--- config.mk ---
export PLATFORM = sky130hd
export DESIGN_NAME = symbolic_mode_parse_apply_unit
export DESIGN_NICKNAME = d
export VERILOG_FILES = /design/src/rtl/smpa_pkg.sv /design/src/rtl/symbolic_mode_parse_apply_unit.sv /design/src/rtl/smpa_cell.sv /design/src/rtl/smpa_parser.sv
export SDC_FILE = /design/constraint.sdc
export NUM_CORES = 1
export LEC_CHECK = 0
export BUFFER_PORTS_ARGS = -buffer_cell sky130_fd_sc_hd__buf_2
export CAP_MARGIN = 20
export CORE_ASPECT_RATIO = 0.5
export CORE_UTILIZATION = 36
export CTS_CLUSTER_DIAMETER = 60
export DETAILED_ROUTE_END_ITERATION = 10
export PLACE_DENSITY_LB_ADDON = 0.3
export SYNTH_ARGS = -nofsm -noshare
export SYNTH_HDL_FRONTEND = slang
export SYNTH_SLANG_ARGS = --single-unit
export TNS_END_PERCENT = 10
--- constraint.sdc ---
create_clock -name aclk -period 63.2 [get_ports aclk]
set_input_delay 6.32 -clock aclk [delete_from_list [all_inputs] [get_ports aclk]]
set_output_delay 6.32 -clock aclk [all_outputs]
set_load 0.01 [all_outputs]
--- src/rtl/smpa_pkg.sv ---
// package: constants, types and helper functions for the symbolic mode parser
package smpa_pkg;

    localparam int MaxOpsDefault = 64;
    localparam int EntryW = 19;

    typedef enum logic [1:0] {
        REQ_BEGIN = 2'd0,
        REQ_CHAR  = 2'd1,
        REQ_END   = 2'd2,
        REQ_APPLY = 2'd3
    } req_t;

    typedef enum logic [3:0] {
        PH_LEAD  = 4'd0,
        PH_WHO   = 4'd1,
        PH_PREOP = 4'd2,
        PH_RHS   = 4'd3,
        PH_OCT   = 4'd4,
        PH_COPY  = 4'd5,
        PH_LET   = 4'd6,
        PH_TAIL  = 4'd7,
        PH_DONE  = 4'd8
    } phase_t;

    localparam logic [1:0] OP_NONE = 2'd0;
    localparam logic [1:0] OP_SET  = 2'd1;
    localparam logic [1:0] OP_ADD  = 2'd2;
    localparam logic [1:0] OP_SUB  = 2'd3;

    localparam logic [1:0] ST_OK   = 2'd0;
    localparam logic [1:0] ST_BAD  = 2'd1;
    localparam logic [1:0] ST_FULL = 2'd2;

    typedef struct packed {
        logic        cond_x;
        logic        copy;
        logic [1:0]  op;
        logic [2:0]  who;
        logic [11:0] mask;
    } entry_t;

    function automatic logic [11:0] class_bits(input logic [2:0] who);
        class_bits = (who[0] ? 12'o4700 : 12'o0) | (who[1] ? 12'o2070 : 12'o0)
                   | (who[2] ? 12'o1007 : 12'o0);
    endfunction

    function automatic logic [11:0] apply_entry(input entry_t e, input logic [11:0] m,
                                                input logic xcond);
        logic [2:0]  rwx;
        logic [11:0] target;
        logic [11:0] clr;
        logic [11:0] res;
        if (e.copy) begin
            rwx = e.mask[0] ? m[8:6] : (e.mask[1] ? m[5:3] : m[2:0]);
            target = {3'b0, (e.who[0] ? rwx : 3'b0), (e.who[1] ? rwx : 3'b0),
                      (e.who[2] ? rwx : 3'b0)};
            clr = class_bits(e.who) & 12'o0777;
        end else begin
            target = e.mask;
            if (e.cond_x && xcond) begin
                target = target | (class_bits(e.who) & 12'o0111);
            end
            clr = class_bits(e.who);
        end
        case (e.op)
            OP_SET:  res = (m & ~clr) | target;
            OP_ADD:  res = m | target;
            OP_SUB:  res = m & ~target;
            default: res = m;
        endcase
        apply_entry = res;
    endfunction

endpackage

--- src/rtl/symbolic_mode_parse_apply_unit.sv ---
// top level: symbolic mode parser with a chain of operation cells
//
// Input channel s_*: one item per request (begin, character, end, apply).
// Begin and character items produce no result; end and apply items produce
// one result on m_* (result_mode, parse_status, op_total).
// An end result, or an apply result with no valid set, is on m_* the cycle
// after the item is taken.
// An apply item with a valid set circulates the stored operations around the
// cell chain: the mode passes the tail cell once per cycle as the entries
// rotate, so its result appears once every entry has passed the tail cell,
// whatever number of operations is stored. The input is held off meanwhile,
// so a new item is not taken while an apply is in work.
// Entries are pushed into the head of the chain as clauses complete; the
// oldest entry sits deepest in the chain.
// One item is in work at a time. The result sits in an output register; while
// it waits and m_ready is low the input is held off, and a new item is taken
// in the cycle the waiting result is taken.
// Reset (aresetn low, synchronous) clears the parser to an empty set and the
// result register to empty; the cell contents need no reset.
module symbolic_mode_parse_apply_unit #(
    parameter int MaxOps = smpa_pkg::MaxOpsDefault
) (
    input  logic        aclk,
    input  logic        aresetn,
    input  logic        s_valid,
    output logic        s_ready,
    input  logic [1:0]  s_req_type,
    input  logic [7:0]  s_char_code,
    input  logic [11:0] s_base_mode,
    input  logic        s_is_directory,
    output logic        m_valid,
    input  logic        m_ready,
    output logic [11:0] m_result_mode,
    output logic [1:0]  m_parse_status,
    output logic [6:0]  m_op_total
);
    import smpa_pkg::*;

    localparam int CntW = $clog2(MaxOps + 1);
    localparam int IdxW = (MaxOps > 1) ? $clog2(MaxOps) : 1;

    logic            acc;
    logic            push;
    entry_t          push_entry;
    logic [CntW-1:0] op_count;
    logic [CntW-1:0] op_count_next;
    logic            set_valid;
    logic [1:0]      error_code;
    logic [1:0]      error_code_next;

    logic            busy_reg, busy_next;
    logic [IdxW-1:0] step_reg, step_next;
    logic [11:0]     mode_reg, mode_next;
    logic            xcond_reg;
    logic            out_valid_reg, out_valid_next;
    logic [11:0]     out_mode_reg;
    logic [1:0]      out_st_reg;
    logic [6:0]      out_tot_reg;

    entry_t      ent [MaxOps];
    logic [11:0] tail_mode;
    logic        rot;
    logic        tail_active;
    logic        finish;

    assign s_ready = !busy_reg && (!out_valid_reg || m_ready);
    assign acc     = s_valid && s_ready;

    smpa_parser #(.MaxOps(MaxOps), .CntW(CntW)) u_parser (
        .aclk            (aclk),
        .aresetn         (aresetn),
        .begin_req       (acc && s_req_type == REQ_BEGIN),
        .char_req        (acc && s_req_type == REQ_CHAR),
        .end_req         (acc && s_req_type == REQ_END),
        .char_code       (s_char_code),
        .push            (push),
        .push_entry      (push_entry),
        .op_count        (op_count),
        .op_count_next   (op_count_next),
        .set_valid       (set_valid),
        .error_code      (error_code),
        .error_code_next (error_code_next)
    );

    // during apply the chain rotates: tail entry returns to head each cycle
    assign rot = busy_reg;
    // stored entries reach the tail in the last op_count rotation steps, oldest first
    assign tail_active = (32'(step_reg) + 32'(op_count) >= MaxOps);

    genvar i;
    generate
        for (i = 0; i < MaxOps; i++) begin : g_cell
            logic [11:0] mo;
            smpa_cell u_cell (
                .aclk       (aclk),
                .load       (i == 0 ? (push || rot) : 1'b0),
                .load_entry (push ? push_entry : ent[MaxOps-1]),
                .shift      (push || rot),
                .prev_entry (i == 0 ? push_entry : ent[(i == 0) ? 0 : i-1]),
                .entry      (ent[i]),
                .mode_in    (mode_reg),
                .xcond      (xcond_reg),
                .active     (tail_active),
                .mode_out   (mo)
            );
            if (i == MaxOps - 1) begin : g_tail
                assign tail_mode = mo;
            end
        end
    endgenerate

    assign finish = busy_reg && (32'(step_reg) == MaxOps - 1);

    always_comb begin
        busy_next = busy_reg;
        step_next = step_reg;
        mode_next = mode_reg;
        out_valid_next = out_valid_reg;
        if (out_valid_reg && m_ready) out_valid_next = 1'b0;
        if (acc && s_req_type == REQ_APPLY && set_valid) begin
            busy_next = 1'b1;
            step_next = '0;
            mode_next = s_base_mode;
        end else if (busy_reg) begin
            mode_next = tail_mode;
            step_next = step_reg + 1'b1;
            if (finish) begin
                busy_next = 1'b0;
                out_valid_next = 1'b1;
            end
        end
        if (acc && (s_req_type == REQ_END || (s_req_type == REQ_APPLY && !set_valid))) begin
            out_valid_next = 1'b1;
        end
    end

    always_ff @(posedge aclk) begin
        if (!aresetn) begin
            busy_reg      <= 1'b0;
            out_valid_reg <= 1'b0;
        end else begin
            busy_reg      <= busy_next;
            out_valid_reg <= out_valid_next;
        end
        step_reg <= step_next;
        mode_reg <= mode_next;
        if (acc && s_req_type == REQ_APPLY) begin
            xcond_reg <= s_is_directory || (s_base_mode & 12'o0111) != 12'o0;
        end
        if (finish) begin
            out_mode_reg <= tail_mode;
        end else if (acc && s_req_type == REQ_END) begin
            out_mode_reg <= '0;
        end else if (acc && s_req_type == REQ_APPLY) begin
            out_mode_reg <= s_base_mode;
        end
        if (acc && (s_req_type == REQ_END || s_req_type == REQ_APPLY)) begin
            out_st_reg  <= error_code_next;
            out_tot_reg <= 7'(op_count_next);
        end
    end

    assign m_valid        = out_valid_reg;
    assign m_result_mode  = out_mode_reg;
    assign m_parse_status = out_st_reg;
    assign m_op_total     = out_tot_reg;
endmodule

--- src/rtl/smpa_cell.sv ---
// one storage cell of the operation chain: holds an entry and applies it to passing mode
module smpa_cell (
    input  logic                  aclk,
    input  logic                  load,
    input  smpa_pkg::entry_t      load_entry,
    input  logic                  shift,
    input  smpa_pkg::entry_t      prev_entry,
    output smpa_pkg::entry_t      entry,
    input  logic [11:0]           mode_in,
    input  logic                  xcond,
    input  logic                  active,
    output logic [11:0]           mode_out
);
    import smpa_pkg::*;

    entry_t entry_reg;

    always_ff @(posedge aclk) begin
        if (load) begin
            entry_reg <= load_entry;
        end else if (shift) begin
            entry_reg <= prev_entry;
        end
    end

    assign entry    = entry_reg;
    assign mode_out = active ? apply_entry(entry_reg, mode_in, xcond) : mode_in;
endmodule

--- src/rtl/smpa_parser.sv ---
// character parser: turns the mode string into operation entries
module smpa_parser #(
    parameter int MaxOps = smpa_pkg::MaxOpsDefault,
    parameter int CntW   = $clog2(MaxOps + 1)
) (
    input  logic                   aclk,
    input  logic                   aresetn,
    input  logic                   begin_req,
    input  logic                   char_req,
    input  logic                   end_req,
    input  logic [7:0]             char_code,
    output logic                   push,
    output smpa_pkg::entry_t       push_entry,
    output logic [CntW-1:0]        op_count,
    output logic [CntW-1:0]        op_count_next,
    output logic                   set_valid,
    output logic [1:0]             error_code,
    output logic [1:0]             error_code_next
);
    import smpa_pkg::*;

    phase_t          phase_reg, phase_next;
    logic [CntW-1:0] count_reg, count_next;
    logic            valid_reg, valid_next;
    logic [1:0]      err_reg, err_next;
    logic [2:0]      who_reg, who_next;
    logic [1:0]      oper_reg, oper_next;
    logic [11:0]     acc_reg, acc_next;
    logic [2:0]      cnt_reg, cnt_next;
    logic            cx_reg, cx_next;

    logic       blank, digit, is_letter, is_copyc;
    logic [2:0] w;
    logic [1:0] opc;
    logic [11:0] lbits;
    logic       commit_req, commit_copy, full, tail_go;
    entry_t     e;

    always_comb begin
        blank = (char_code == 8'd32) || (char_code >= 8'd9 && char_code <= 8'd13);
        digit = (char_code >= "0") && (char_code <= "7");
        case (char_code)
            "u":     w = 3'd1;
            "g":     w = 3'd2;
            "o":     w = 3'd4;
            "a":     w = 3'd7;
            default: w = 3'd0;
        endcase
        case (char_code)
            "=":     opc = OP_SET;
            "+":     opc = OP_ADD;
            "-":     opc = OP_SUB;
            default: opc = OP_NONE;
        endcase
        is_copyc  = (char_code == "u") || (char_code == "g") || (char_code == "o");
        is_letter = 1'b1;
        case (char_code)
            "r":     lbits = 12'o0444;
            "w":     lbits = 12'o0222;
            "x":     lbits = 12'o0111;
            "X":     lbits = 12'o0;
            "s":     lbits = 12'o6000;
            "t":     lbits = 12'o1000;
            default: begin
                lbits = 12'o0;
                is_letter = 1'b0;
            end
        endcase
    end

    always_comb begin
        phase_next = phase_reg;
        count_next = count_reg;
        valid_next = valid_reg;
        err_next   = err_reg;
        who_next   = who_reg;
        oper_next  = oper_reg;
        acc_next   = acc_reg;
        cnt_next   = cnt_reg;
        cx_next    = cx_reg;
        commit_req  = 1'b0;
        commit_copy = 1'b0;
        tail_go     = 1'b0;
        push        = 1'b0;
        full = (32'(count_reg) >= MaxOps);
        e.copy   = 1'b0;
        e.cond_x = cx_reg;
        e.op     = oper_reg;
        e.who    = who_reg;
        e.mask   = acc_reg & class_bits(who_reg);

        if (begin_req) begin
            phase_next = PH_LEAD;
            count_next = '0;
            valid_next = 1'b0;
            err_next   = ST_OK;
            who_next   = '0;
            oper_next  = OP_NONE;
            acc_next   = '0;
            cnt_next   = '0;
            cx_next    = 1'b0;
        end else if (char_req && err_reg == ST_OK) begin
            case (phase_reg)
                PH_LEAD: begin
                    if (blank || char_code == ",") begin
                    end else if (w != 3'd0) begin
                        who_next = w;
                        phase_next = PH_WHO;
                    end else if (opc != OP_NONE) begin
                        who_next = 3'd7;
                        oper_next = opc;
                        acc_next = '0;
                        cnt_next = '0;
                        cx_next = 1'b0;
                        phase_next = PH_RHS;
                    end else begin
                        err_next = ST_BAD;
                        valid_next = 1'b0;
                    end
                end
                PH_WHO, PH_PREOP: begin
                    if (w != 3'd0 && phase_reg == PH_WHO) begin
                        who_next = who_reg | w;
                    end else if (blank) begin
                        phase_next = PH_PREOP;
                    end else if (opc != OP_NONE) begin
                        oper_next = opc;
                        acc_next = '0;
                        cnt_next = '0;
                        cx_next = 1'b0;
                        phase_next = PH_RHS;
                    end else begin
                        err_next = ST_BAD;
                        valid_next = 1'b0;
                    end
                end
                PH_RHS: begin
                    if (blank) begin
                    end else if (digit) begin
                        acc_next = {9'd0, char_code[2:0]};
                        cnt_next = 3'd1;
                        phase_next = PH_OCT;
                    end else if (is_copyc) begin
                        acc_next = {9'd0, w};
                        phase_next = PH_COPY;
                    end else if (is_letter) begin
                        acc_next = acc_reg | lbits;
                        if (char_code == "X") cx_next = 1'b1;
                        phase_next = PH_LET;
                    end else begin
                        err_next = ST_BAD;
                        valid_next = 1'b0;
                    end
                end
                PH_OCT: begin
                    if (digit && cnt_reg < 3'd4) begin
                        acc_next = {acc_reg[8:0], char_code[2:0]};
                        cnt_next = cnt_reg + 3'd1;
                    end else begin
                        commit_req = 1'b1;
                        tail_go = 1'b1;
                    end
                end
                PH_COPY: begin
                    if (blank || char_code == ",") begin
                        commit_req = 1'b1;
                        commit_copy = 1'b1;
                        tail_go = 1'b1;
                    end else begin
                        err_next = ST_BAD;
                        valid_next = 1'b0;
                    end
                end
                PH_LET: begin
                    if (is_letter) begin
                        acc_next = acc_reg | lbits;
                        if (char_code == "X") cx_next = 1'b1;
                    end else if (blank || char_code == ",") begin
                        commit_req = 1'b1;
                        tail_go = 1'b1;
                    end else begin
                        err_next = ST_BAD;
                        valid_next = 1'b0;
                    end
                end
                PH_TAIL: tail_go = 1'b1;
                default: begin
                end
            endcase
        end else if (end_req && phase_reg != PH_DONE) begin
            if (err_reg == ST_OK) begin
                case (phase_reg)
                    PH_WHO, PH_PREOP, PH_RHS: err_next = ST_BAD;
                    PH_OCT, PH_LET: commit_req = 1'b1;
                    PH_COPY: begin
                        commit_req = 1'b1;
                        commit_copy = 1'b1;
                    end
                    default: begin
                    end
                endcase
            end
            phase_next = PH_DONE;
        end

        if (commit_copy) begin
            e.copy   = 1'b1;
            e.cond_x = 1'b0;
            e.mask   = {9'd0, acc_reg[2:0]};
        end

        if (commit_req) begin
            if (full) begin
                err_next = ST_FULL;
                valid_next = 1'b0;
                tail_go = 1'b0;
            end else begin
                push = 1'b1;
                count_next = count_reg + 1'b1;
            end
        end

        if (tail_go) begin
            if (blank) begin
                phase_next = PH_TAIL;
            end else if (char_code == ",") begin
                phase_next = PH_LEAD;
            end else begin
                err_next = ST_BAD;
                valid_next = 1'b0;
            end
        end

        if (end_req && phase_reg != PH_DONE) begin
            valid_next = (err_next == ST_OK);
        end
    end

    assign push_entry      = e;
    assign op_count        = count_reg;
    assign op_count_next   = count_next;
    assign set_valid       = valid_reg;
    assign error_code      = err_reg;
    assign error_code_next = err_next;

    always_ff @(posedge aclk) begin
        if (!aresetn) begin
            phase_reg <= PH_LEAD;
            count_reg <= '0;
            valid_reg <= 1'b0;
            err_reg   <= ST_OK;
            who_reg   <= '0;
            oper_reg  <= OP_NONE;
            acc_reg   <= '0;
            cnt_reg   <= '0;
            cx_reg    <= 1'b0;
        end else begin
            phase_reg <= phase_next;
            count_reg <= count_next;
            valid_reg <= valid_next;
            err_reg   <= err_next;
            who_reg   <= who_next;
            oper_reg  <= oper_next;
            acc_reg   <= acc_next;
            cnt_reg   <= cnt_next;
            cx_reg    <= cx_next;
        end
    end
endmodule
Yosys cells after proc, flatten, opt, wreduce, memory -nomap -nowiden
Cells that the tools add are included.
{ "word_totals": {"reg_bits": 1293, "input_bits": 27, "out_inout_bits": 23, "elab_cells": 619} }
{ "op_classes": {"n_addsub": 4, "order_cmp": 7, "eq_ne": 41, "n_mux": 161, "bitwise_logic": 15, "n_reduce_logical": 54} }
{ "ops": {"columns": ["op", "count"], "rows": [
  ["$mux 12", 22],
  ["$pmux 12 s5", 2],
  ["$or 12x12->12", 7],
  ["$eq 8x7->1 const B", 10],
  ["$mux 4", 15],
  ["$mux 1", 58],
  ["$mux 2", 27],
  ["$mux 3", 17],
  ["$eq 8x6->1 const B", 5],
  ["$and 12x12->12", 3],
  ["$pmux 12 s3", 1],
  ["$not 12->12", 2],
  ["$pmux 3 s4", 2],
  ["$mux 11", 2],
  ["$mux 7", 3],
  ["$mux 10", 2],
  ["$logic_and 1x1->1", 19],
  ["$mux 19", 1],
  ["$reduce_and 9->1", 2],
  ["$eq 4x3->1 const B", 4],
  ["$ne 2x2->1 const B", 7],
  ["$or 12x7->12", 1],
  ["$pmux 4 s3", 1],
  ["$reduce_bool 12->1", 1],
  ["other kinds (42)", 68]
]} }

Logic depth before layout (Yosys ltp)
Gate-level depths: netlist of run 1.
{ "logic_depth": {"word_depth": 17, "depth_mapped": 11, "mapped_depth_nobuf": 10} }

Cells and area by module
A second synthesis of run 1 with hierarchy kept.
{ "unflattened": {"cells_unflattened": 8778, "area_unflattened_um2": 93843.8} }
{ "modules_own_cells": {"columns": ["module", "n_inst", "cells_per_inst", "area_each_um2", "seq_area_each_um2"], "rows": [
  ["smpa_cell", 64, 129, 1390.1, 570.5],
  ["smpa_parser", 1, 338, 2626.3, 700.7],
  ["symbolic_mode_parse_apply_unit", 1, 184, 2252.2, 1181.1]
]} }

Worst setup path before layout of run 1
No wires, ideal clock.
{ "synth_path": {"kind": "in2reg", "startpoint": "in s_char_code[3]", "endpoint": "reg g_cell[0].u_cell.entry_reg, in the netlist g_cell[0].u_cell.entry[0], enable pin", "setup_ns": 8.411, "arrival_time_ns": 27.599, "t_required_ns": 54.789, "slack_ns": 27.190, "cell_stages": 9, "path_buffers": 3, "cell_sequence": "clkbuf_1 nand3b_1 o31ai_1 o32a_1 nand2b_1 and2_1 buf_2 buf_2 nand2_1"} }
{ "synth_between": {"elab_chain_len": 11, "word_cells_on_any_way": 27, "cone_classes": "order compare (4); eq/ne (8); mux (8); reduce/logical (7)"} }
{ "synth_rtl": {"columns": ["element", "line", "text"], "rows": [
  ["start, declared", "symbolic_mode_parse_apply_unit.sv:28", "input logic [7:0] s_char_code,"],
  ["$ge 8x4->1 / $le 8x4->1 (equally long branches)", "smpa_parser.sv:40", "blank = (char_code == 8'd32) || (char_code >= 8'd9 && char_code <= 8'd13);"],
  ["$logic_and 1x1->1", "smpa_parser.sv:40", null],
  ["$logic_or 1x1->1", "smpa_parser.sv:40", null],
  ["$logic_or 1x1->1", "smpa_parser.sv:165, smpa_parser.sv:178", null],
  ["$mux 1", "smpa_parser.sv:165, smpa_parser.sv:178", null],
  ["$mux 1", "smpa_parser.sv:175", "if (is_letter) begin"],
  ["$pmux 1 s3 (*)", "smpa_parser.sv:103", "case (phase_reg)"],
  ["$mux 1 (*)", "smpa_parser.sv:102", "end else if (char_req && err_reg == ST_OK) begin"],
  ["$mux 1 (*)", "smpa_parser.sv:92", "if (begin_req) begin"],
  ["$mux 1 (*)", "smpa_parser.sv:212", "if (commit_req) begin"],
  ["$logic_or 1x1->1 (*)", "symbolic_mode_parse_apply_unit.sv:96", ".load (i == 0 ? (push || rot) : 1'b0),"],
  ["named net g_cell[0].u_cell.load", "smpa_cell.sv:4", "input logic load,"],
  ["end signal, assigned", "smpa_cell.sv:20", "entry_reg <= load_entry;"],
  ["end signal, assigned", "smpa_cell.sv:22", "entry_reg <= prev_entry;"],
  ["end, declared", "smpa_cell.sv:16", "entry_t entry_reg;"]
]} }
The timed path passes the listed nets; every way through them passes the cells marked *.
A chain may end at the register's enable or synchronous reset.

Worst setup path after layout of run 1
{ "layout_path": {"startpoint": "in m_ready", "endpoint": "out s_ready"} }
{ "layout_between": {"elab_chain_len": 2} }
{ "layout_rtl": {"columns": ["element", "line", "text"], "rows": [
  ["start, declared", "symbolic_mode_parse_apply_unit.sv:32", "input logic m_ready,"],
  ["$logic_or 1x1->1", "symbolic_mode_parse_apply_unit.sv:66", "assign s_ready = !busy_reg && (!out_valid_reg || m_ready);"],
  ["$logic_and 1x1->1", "symbolic_mode_parse_apply_unit.sv:66", null],
  ["end, declared", "symbolic_mode_parse_apply_unit.sv:26", "output logic s_ready,"]
]} }
No other way between the ends.

==> out/qor.txt, run 1 <==
status = complete, no violations
Final ANT Viol Nets = 0
CTS root buf = clkbuf_16
r2r setup slk = 56.14 ns
Reg clk slew, reported paths = 0.06 ns
WL per Instance = 16.05 um
final cell count without fillers = 3586
FF-to-FF path depth = 10
Worst slew margin = 0.2538
Post-Synth Adder-Cell Area = 0.004382
GPL Wtd Cong = 0.8393
Initial Util = 0.3664
Synth Flop Type = edfxtp_1
vias in the first global route = 15620
Power Density = 33.50 mW/mm2
vias = 16440
worst setup margin = 49.90 ns
Min-Delay Path Class = reg -> reg
mux contribution to synthesized area = 0.002191
VDD IR-drop max = 19.10 uV
Ports = 50
Post-CTS Hold Buffers = 0
worst hold path depth = 0
post-CTS sizing = 0
final hold violation count = 0
RSZ-0062 raised after global routing = no
IO buf count = 49
slew of the pin with the lowest slew margin = 1.119 ns
Syn Nets = 1883
multi-input logic area = 0.003052 mm2
Core Area = 0.1138 mm2
simple-gate share of the synthesized area = 0.03122
Yosys reg bits = 1293
die area = 0.1172 mm2
Synth cell types = 76
sequential area share after synthesis = 0.9211
largest net degree at the start of global routing = 219
final WL = 57550 um
Final Instance Area = 0.04726 mm2
Max Clk Rate = 75.21 MHz
Via density = 4.585
endpoints failing setup = 0
critical path arrival = 6.98 ns
First-pass DRT Iterations = 5
min Tclk post-route = 13.30 ns
Cell Rows = 87
total power = 1.583 mW
Synth Area in XOR/XNOR = 0.003152
reg2reg end = g_cell[7].u_cell.entry[15]$_DFFE_PP_
initial antenna violation count = 9
first-pass GRT wire length = 90450 um
layout cells sized above 1 = 0.1149
die width = 483.2 um
DP HPWL = 31010 um
placed cell area = 0.04384 mm2
Layout area overhead = 13.38%
Reg area = 0.03840 mm2
clock buffer depth = 3
TritonCTS Sinks = 1293
DRC violations left = 0
reg2reg start = u_parser.error_code[0]$_SDFF_PN0_
Worst Path Class, Setup = in -> out
Final Util = 0.4155
nets = 2026
Avg Inst Size Synth = 22.63 um2
Req. time, crit path = 56.88 ns
Max Cap Viol = 0
P_leak = 10.99 nW
CP endpoint kind = primary output
Fillers = 9770
total track usage = 0.09843
ys async rst share = 0
Synth Area in Compound Gates = 0.03209
clk_skew = 0.02501 ns
setup TNS = 0 ns
CP Launch Type = input pin
Post-Syn Area = 0.04168 mm2
chip height = 242.6 um
worst skew pair latency = 0.69 ns
worst hold slack = 0.4049 ns
Num CTS Buffers = 108
number of enable flip-flop cells after synthesis = 1250
worst-path fanout max = 5
Cells after DPL = 3386
yosys warns = 0
TritonCTS clock tree = yes
Final Slew Violations = 0
Worst Hold Launch = g_cell[34].u_cell.entry[5]$_DFFE_PP_
max FFs per register = 1216
Final period util = 0.2104
synthesized instance count = 1842
largest family of logic cells by synthesized area = compound AO/OA/AOI/OAI gates
Endpoint, Worst Hold = g_cell[35].u_cell.entry[5]$_DFFE_PP_
DP Worst Slack = 49.94 ns
aggregate global routing overflow = 0
drt initial violations = 1599
H-tree Lvls = 3
Post-CTS Setup Inserts = 0
==> critical path: stages <==
cell and delay, ns:
buf_2 0.11, nor2b_1 0.29, nor2_1 0.10, buf_2 0.16
==> layout make-up <==
class                   instances  area share
diodes                          2   0.0001059
clock buffers                 126     0.05907
clock inverters                70     0.01207
inverters                      24    0.001906
multi-input cells             490     0.06457
flip-flops and latches       1293      0.8125
well taps                    1513     0.04006
repair buffers                 68    0.009743
==> layer usage <==
layer | global-route usage | up-vias | part of all wire
li1 | - | 7623 | -
met1 | 0.1586 | 8327 | 0.52
met2 | 0.1245 | 368 | 0.40
met3 | 0.02454 | 123 | 0.061
met4 | 0.03726 | 0 | 0.026
met5 | 0 | - | 0
==> worst max path at each step <==
stage                   start                             endpoint  slack (ns)
3_5_place_dp          m_ready                              s_ready       49.94
2_1_floorplan  s_char_code[3]  g_cell[0].u_cell.entry[0]$_DFFE_PP_       27.19
3_3_place_gp          m_ready                              s_ready       49.95
4_1_cts               m_ready                              s_ready       49.94
6_report              m_ready                              s_ready       49.90
5_1_grt               m_ready                              s_ready       49.82
==> logic make-up (layout without fill, tap and decap cells) <==
| kind of cell | after synthesis | after routing |
|---|---|---|
| mux | 9 | 9 |
| xor+xnor | 15 | 15 |
| buf+inv | 59 | 288 |
| flops | 1293 | 1293 |
| simple gates | 260 | 260 |
| compound gates | 192 | 192 |
| fa+ha+maj | 14 | 14 |
| other cells | 0 | 2 |
==> synthesized netlist by cell type, types with 5 or more instances <==
| cell type | instances | area share |
|---|---|---|
| edfxtp_1 | 1250 | 0.90 |
| nor2_1 | 73 | 0.0066 |
| nand2_1 | 66 | 0.0059 |
| a21oi_1 | 46 | 0.0055 |
| dfxtp_1 | 43 | 0.021 |
| nand3_1 | 26 | 0.0031 |
| o21ai_0 | 25 | 0.0030 |
| inv_1 | 23 | 0.0021 |
| clkbuf_1 | 20 | 0.0018 |
| a211oi_1 | 18 | 0.0032 |
| o211ai_1 | 15 | 0.0027 |
| ha_1 | 13 | 0.0039 |
| nand2b_1 | 13 | 0.0020 |
| nor3_1 | 13 | 0.0016 |
| o22ai_1 | 12 | 0.0018 |
| a22o_1 | 11 | 0.0023 |
| a22oi_1 | 11 | 0.0020 |
| buf_2 | 11 | 0.0013 |
| nor2b_1 | 11 | 0.0017 |
| o31ai_1 | 10 | 0.0018 |
| mux2i_1 | 8 | 0.0019 |
| xnor2_1 | 8 | 0.0017 |
| and3_1 | 7 | 0.0011 |
| xor2_1 | 7 | 0.0015 |
| or2_2 | 6 | 0.00090 |
| a31oi_1 | 5 | 0.00075 |
| nand4_1 | 5 | 0.00075 |
| nor4_1 | 5 | 0.00075 |
==> power by group <==
| group | switching (mW) | internal [mW] |
|---|---|---|
| Combinational | 0.0107 | 0.00604 |
| Sequential | 0.00339 | 0.930 |
| Clock | 0.288 | 0.345 |
| Total | 0.302 | 1.28 |
==> cell usage in the layout (no fill, tap or decap), types with 4 or more instances in the layout <==
cell type,count
edfxtp_1,1250
clkbuf_16,109
nor2_1,73
nand2_1,65
buf_2,49
a21oi_1,46
dfxtp_1,43
clkinv_1,33
nand3_1,26
o21ai_0,25
inv_1,23
a211oi_1,18
clkbuf_1,17
clkinv_2,16
o211ai_1,15
buf_4,14
nand2b_1,13
nor3_1,13
ha_1,13
o22ai_1,12
nor2b_1,11
a22oi_1,11
a22o_1,11
o31ai_1,10
xnor2_1,8
mux2i_1,8
xor2_1,7
and3_1,7
bufinv_16,7
or2_2,6
nor4_1,5
a31oi_1,5
nand4_1,5
inv_6,5
nor3b_1,4
or3_1,4
o2111ai_1,4
and2_1,4
(Power assumes the default switching activity.)
==> run 2: changes to the inputs <==
--- a/config.mk
+++ b/config.mk
@@ -5,6 +5,7 @@
 export SDC_FILE = /design/constraint.sdc
 export NUM_CORES = 1
 export LEC_CHECK = 0
+export ABC_AREA = 1
 export BUFFER_PORTS_ARGS = -buffer_cell sky130_fd_sc_hd__buf_2
 export CAP_MARGIN = 20
 export CORE_ASPECT_RATIO = 0.5
==> constraint.sdc (replaced) <==
create_clock -name aclk -period 11.9 [get_ports aclk]
set_input_delay 1.19 -clock aclk [delete_from_list [all_inputs] [get_ports aclk]]
set_output_delay 1.19 -clock aclk [all_outputs]
set_load 0.01 [all_outputs]
==> run 2 against run 1 <==
Against the previous run: power rose to 5.6 times the previous value; global-route usage increased by 0.14 points; sequential power rose to 5.6 times the previous value; synthesized cell count up 7.9%; core utilization is 0.089 points higher; wire length rose by 1.7%; critical endpoint is now g_cell[63].u_cell.entry[17]$_DFFE_PP_.
==> out/qor.txt, run 2 <==
status = complete, no violations
die width = 483.9 um (+0.15%)
chip height = 243.0 um (+0.15%)
Max Clk Rate = 202.6 MHz
worst-path fanout max = 214 (+209)
aggregate global routing overflow = 0 (unchanged)
nets = 2172 (+7.2%)
CP Buf/Inv Count = 5 (+3)
Final period util = 0.4148
commonest non-fill, non-tap cells in the layout = edfxtp_1 (1250), nand2_1 (175), clkbuf_16 (109), inv_1 (98), o21ai_0 (84)
Via density = 4.498 (-1.9%)
post-CTS sizing = 0 (unchanged)
Min-Delay Path Class = reg -> reg
number of enable flip-flop cells after synthesis = 1250 (unchanged)
layout cells sized above 1 = 0.1153 (+0.0003431)
IO buf count = 49 (unchanged)
Antenna Cells = 0 (-2)
GPL Wtd Cong = 0.8457 (+0.76%)
TritonCTS clock tree = yes
worst hold path depth = 0 (unchanged)
TritonCTS Sinks = 1293 (unchanged)
DRC violations left = 0 (unchanged)
total track usage = 0.09985 (+0.001413)
Num CTS Buffers = 109 (+0.93%)
Post-CTS Setup Inserts = 0 (unchanged)
yosys warns = 0 (unchanged)
WL per Instance = 15.67 um (-2.4%)
Worst Path Class, Setup = in -> reg
Final Slew Violations = 0 (unchanged)
CP max stage cell = buf_12
sequential area share after synthesis = 0.9184 (-0.002702)
Syn Nets = 2028 (+7.7%)
Reg clk slew, reported paths = 0.07 ns (about the same)
endpoints failing setup = 0 (unchanged)
VDD IR-drop max = 109.0 uV (+470%)
top cells by count, synth = edfxtp_1 (1250), nand2_1 (176), inv_1 (98)
Yosys reg bits = 1293 (unchanged)
placed cell area = 0.04395 mm2 (+0.25%)
synthesized instance count = 1987 (+7.9%)
CTS root buf = clkbuf_16
slew of the pin with the lowest slew margin = 1.194 ns (+0.07437 ns)
Top delay family on crit path = simple AND/OR/NAND/NOR gates
Final ANT Viol Nets = 0 (unchanged)
r2r setup slk = 7.16 ns (-48.98 ns)
Initial Util = 0.3672 (+0.0007266)
first-pass GRT wire length = 91890 um (+1.6%)
largest net degree at the start of global routing = 226 (+3.2%)
clk_skew = 0.02482 ns (-0.0001851 ns)
final WL = 58510 um (+1.7%)
top-count cell post-synth = edfxtp_1
critical path arrival = 5.24 ns (-1.74 ns)
Post-Syn Area = 0.04181 mm2 (+0.29%)
Endpoint, Worst Hold = g_cell[40].u_cell.entry[2]$_DFFE_PP_
commonest non-fill, non-tap cell in the layout = edfxtp_1
crit-path cells = buf_2, nor2_2, inv_1, nor2_2, nand2_1, nand3_2, nand2_1, nand3_1, nand2_2, inv_4, nand2_4, nand2_8, buf_12, buf_12
reg2reg end = g_cell[63].u_cell.entry[17]$_DFFE_PP_
Post-CTS Hold Buffers = 0 (unchanged)
Avg Inst Size Synth = 21.04 um2 (-7.0%)
Req. time, crit path = 12.20 ns (-44.68 ns)
Ports = 50 (unchanged)
Cell Rows = 87 (unchanged)
top cell type's share of synthesized area = 0.8979 (-0.002641)
Final Instance Area = 0.04741 mm2 (+0.31%)
min Tclk post-route = 4.936 ns
die area = 0.1176 mm2 (+0.29%)
ys async rst share = 0 (unchanged)
CP endpoint kind = register
Synth cell types = 43 (-43%)
Largest stage delay, worst path = 0.71 ns (+0.42 ns)
final hold violation count = 0 (unchanged)
initial antenna violation count = 11 (+2)
largest area contributor in the netlist = edfxtp_1
worst hold slack = 0.3998 ns (-0.005149 ns)
worst skew pair latency = 0.70 ns (about the same)
synth top area cells = edfxtp_1 (90%), dfxtp_1 (2.1%), nand2_1 (1.6%)
Max Cap Viol = 0 (unchanged)
max FFs per register = 1216 (unchanged)
Layout area overhead = 13.39% (about the same)
vias in the first global route = 15830 (+1.3%)
reg2reg start = busy_reg$_SDFF_PN0_
FF-to-FF path depth = 11 (+1)
Power Density = 185.8 mW/mm2 (+450%)
clock buffer depth = 3 (unchanged)
setup TNS = 0 ns (unchanged)
H-tree Lvls = 3 (unchanged)
DP HPWL = 31250 um (+0.77%)
Worst slew margin = 0.2043 (-0.04958)
Worst Hold Launch = g_cell[39].u_cell.entry[2]$_DFFE_PP_
vias = 16800 (+2.2%)
Core Area = 0.1139 mm2 (about the same)
drt initial violations = 1609 (+0.63%)
RSZ-0062 raised after global routing = no
total power = 8.809 mW (+460%)
First-pass DRT Iterations = 5 (unchanged)
P_leak = 15.29 nW (+39%)
Synth Flop Type = edfxtp_1
CP Launch Type = input pin
## run 2: metrics by stage
step / cells / util / setup slack, ns
floorplan: 1987 / - / 0.6413
global placement: 3533 / 0.3860 / 6.277
detailed placement: 3533 / 0.3860 / 6.181
CTS: 3734 / 0.4163 / 6.964
global route: 3734 / 0.4163 / 6.613
finish: 3734 / 0.4163 / 6.964
## run 2: routing by layer
layer	GRT usage	vias to the layer above	share of wire
met5	0	-	0.00044
met4	0.03186	4	0.025
met3	0.02972	130	0.059
met2	0.1289	342	0.41
met1	0.1577	8459	0.50
li1	-	7861	-
## run 2: cells by family (layout without fill, tap and decap cells)
logic type | Yosys count | count (layout) | share of synthesized area
buffers and inverters | 131 | 365 | 0.01284
xor gates and xnor gates | 8 | 8 | 0.001676
DFF | 1293 | 1293 | 0.9184
AOI/OAI and AO/OA | 187 | 187 | 0.02484
adders and majority gates | 14 | 14 | 0.004370
and+or+nand+nor | 354 | 354 | 0.03783
## run 2: power by group
| group | switching (mW) | internal (mW) | total (mW) |
|---|---|---|---|
| clock | 1.58 | 1.86 | 3.43 |
| sequential | 0.0529 | 5.16 | 5.21 |
| combinational | 0.134 | 0.0342 | 0.168 |
| total | 1.76 | 7.05 | 8.81 |
## run 2: layout make-up
| type | instances | area [um2] |
|---|---|---|
| repair buffers | 55 | 352.8 |
| multi-input cells | 563 | 2889 |
| clock inverters | 64 | 596.8 |
| flip-flops and latches | 1293 | 38400 |
| clock buffers | 137 | 2863 |
| fillers | 9915 | 66460 |
| inverters | 109 | 414.1 |
| well taps | 1513 | 1893 |
## run 2: worst max path at each step
stage                        start  depth (start not counted)                               endpoint
global placement    s_char_code[7]                         14   g_cell[56].u_cell.entry[5]$_DFFE_PP_
CTS                 s_char_code[7]                         14   g_cell[54].u_cell.entry[5]$_DFFE_PP_
global route        s_char_code[7]                         14  g_cell[63].u_cell.entry[17]$_DFFE_PP_
floorplan                  m_ready                         11    g_cell[0].u_cell.entry[0]$_DFFE_PP_
finish              s_char_code[7]                         14  g_cell[63].u_cell.entry[17]$_DFFE_PP_
detailed placement  s_char_code[7]                         14  g_cell[48].u_cell.entry[17]$_DFFE_PP_
==> run 3: changes to the inputs <==
==> constraint.sdc (replaced) <==
create_clock -name aclk -period 5.1 [get_ports aclk]
set_input_delay 0.51 -clock aclk [delete_from_list [all_inputs] [get_ports aclk]]
set_output_delay 0.51 -clock aclk [all_outputs]
set_load 0.01 [all_outputs]
==> run 3 against run 2 <==
Against the previous run: wire length is 0.77% higher; power is 140% higher; combinational power grew to 2.6 times the previous value; global-route usage is 0.16 points higher; core utilization is 0.57 points higher; critical path depth is 4 lower; sequential share of layout area is 1.1 points lower; final cell count is 0.91% higher; clock power is 140% higher; clock skew is 0.016 ns higher.
==> out/qor.txt, run 3 (synthesis gave the netlist of run 2 again) <==
status = complete, no violations
slew of the pin with the lowest slew margin = 0.8639 ns (-0.3297 ns)
IO buf count = 49 (unchanged)
total track usage = 0.1014 (+0.001597)
first-pass GRT wire length = 94110 um (+2.4%)
multi-input logic area = 0.002904 mm2 (+0.52%)
layout cells sized above 1 = 0.1300 (+0.01473)
critical path arrival = 3.55 ns (-1.69 ns)
Reg clk slew, reported paths = 0.07 ns (about the same)
Worst Hold Launch = s_is_directory
commonest non-fill, non-tap cell in the layout = edfxtp_1
commonest non-fill, non-tap cells in the layout = edfxtp_1 (1250), nand2_1 (174), clkbuf_16 (113), inv_1 (97), o21ai_0 (84)
aggregate global routing overflow = 0 (unchanged)
Final Slew Violations = 0 (unchanged)
FF-to-FF path depth = 10 (-1)
Num CTS Buffers = 112 (+2.8%)
min Tclk post-route = 3.241 ns
vias in the first global route = 16340 (+3.2%)
Cell Rows = 87 (unchanged)
final WL = 58960 um (+0.77%)
TritonCTS Sinks = 1293 (unchanged)
initial antenna violation count = 7 (-4)
largest net degree at the start of global routing = 120 (-47%)
final cell count without fillers = 3768 (+0.91%)
Power Density = 435.6 mW/mm2 (+130%)
H-tree Lvls = 3 (unchanged)
CTS root buf = clkbuf_16
Worst slew margin = 0.4234 (+0.2191)
clock buffer depth = 3 (unchanged)
nets = 2202 (+1.4%)
Layout area overhead = 14.94%
VDD IR-drop max = 294.9 uV (+170%)
post-CTS sizing = 0 (unchanged)
r2r setup slk = 1.86 ns (-5.30 ns)
Min-Delay Path Class = in -> reg
WL per Instance = 15.65 um (-0.14%)
vias = 16990 (+1.1%)
DP HPWL = 32410 um (+3.7%)
P_leak = 15.60 nW (+2.0%)
Fillers = 9817 (-0.99%)
max FFs per register = 1216 (unchanged)
crit-path cells = inv_4, nand3_4, nor2_4, nand3_4, o21ai_2, nand2_2, inv_4, nand2_4, nand2_8, buf_12
reg2reg start = busy_reg$_SDFF_PN0_
Cells after DPL = 3560 (+0.76%)
TritonCTS clock tree = yes
Endpoint, Worst Hold = xcond_reg$_DFFE_PP_
Final ANT Viol Nets = 0 (unchanged)
Largest stage delay, worst path = 0.51 ns (-0.20 ns)
Max Cap Viol = 0 (unchanged)
RSZ-0062 raised after global routing = no
worst-path fanout max = 119 (-44%)
Req. time, crit path = 5.41 ns (-6.79 ns)
die width = 483.9 um (unchanged)
Ports = 50 (unchanged)
Core Area = 0.1139 mm2 (unchanged)
reg2reg end = g_cell[40].u_cell.entry[2]$_DFFE_PP_
Worst Path Class, Setup = reg -> reg
Reg area = 0.03840 mm2 (unchanged)
CP max stage cell = buf_12
Max Clk Rate = 308.5 MHz
DRC violations left = 0 (unchanged)
First-pass DRT Iterations = 6 (+1)
Post-CTS Setup Inserts = 0 (unchanged)
worst skew pair latency = 0.71 ns (about the same)
Initial Util = 0.3672 (unchanged)
die area = 0.1176 mm2 (unchanged)
clk_skew = 0.04037 ns (+0.01555 ns)
CP endpoint kind = register
GPL Wtd Cong = 0.8826 (+4.4%)
CP Launch Type = register
setup TNS = 0 ns (unchanged)
Final period util = 0.6356
chip height = 243.0 um (unchanged)
endpoints failing setup = 0 (unchanged)
Post-CTS Hold Buffers = 0 (unchanged)
drt initial violations = 1613 (+0.25%)
Via density = 4.508 (+0.22%)
final hold violation count = 0 (unchanged)
worst hold path depth = 2 (+2)
==> run 3: through the flow <==
stage	util	power [mW]	instance area, um2	setup WS, ns	hold WS, ns
after floorplan	-	12.70	41860	-1.689	0.4003
after global placement	0.3897	12.79	44380	1.580	0.4002
after detailed placement	0.3897	12.81	44380	1.524	0.4045
after CTS	0.4220	21.26	48050	1.845	0.02418
after global routing	0.4220	21.73	48050	1.622	0.03190
final	0.4220	20.93	48050	1.859	0.08220
==> run 3: critical path: cells and delay by family (launching register included) <==
kind	cells	cell delay [ns]
flops	1	0.39
simple gates	6	1.37
buf+inv	3	0.76
compound gates	1	0.17
==> run 3: worst max path at each step <==
stage                              startpoint                                   end  slack, ns
after floorplan                       m_ready   g_cell[0].u_cell.entry[0]$_DFFE_PP_      -1.69
after global placement         s_char_code[7]  g_cell[48].u_cell.entry[2]$_DFFE_PP_       1.58
after detailed placement       s_char_code[7]  g_cell[49].u_cell.entry[2]$_DFFE_PP_       1.52
after CTS                 busy_reg$_SDFF_PN0_  g_cell[40].u_cell.entry[2]$_DFFE_PP_       1.84
after global routing      busy_reg$_SDFF_PN0_  g_cell[40].u_cell.entry[2]$_DFFE_PP_       1.62
final                     busy_reg$_SDFF_PN0_  g_cell[40].u_cell.entry[2]$_DFFE_PP_       1.86
==> run 3: per-layer routing <==
metal	global-route usage	vias to the layer above	wire, um
met4	0.03620	2	1711
met5	0	-	13
met2	0.1334	354	23960
met1	0.1597	8586	30170
li1	-	7916	-
met3	0.02552	128	3110
==> run 3: cell type report <==
type / instances / area share
Inverter: 109 / 0.008879
Antenna cell: 1 / 0.00005208
Multi-Input combinational cell: 563 / 0.06043
Timing Repair Buffer: 82 / 0.01573
Tap cell: 1513 / 0.03940
Clock buffer: 140 / 0.06116
Clock inverter: 67 / 0.01528
Sequential cell: 1293 / 0.7991
==> run 3: power by group <==
part           switching (mW)  internal [mW]
clock                    3.71           4.64
combinational           0.322          0.113
sequential              0.124           12.0
total                    4.16           16.8
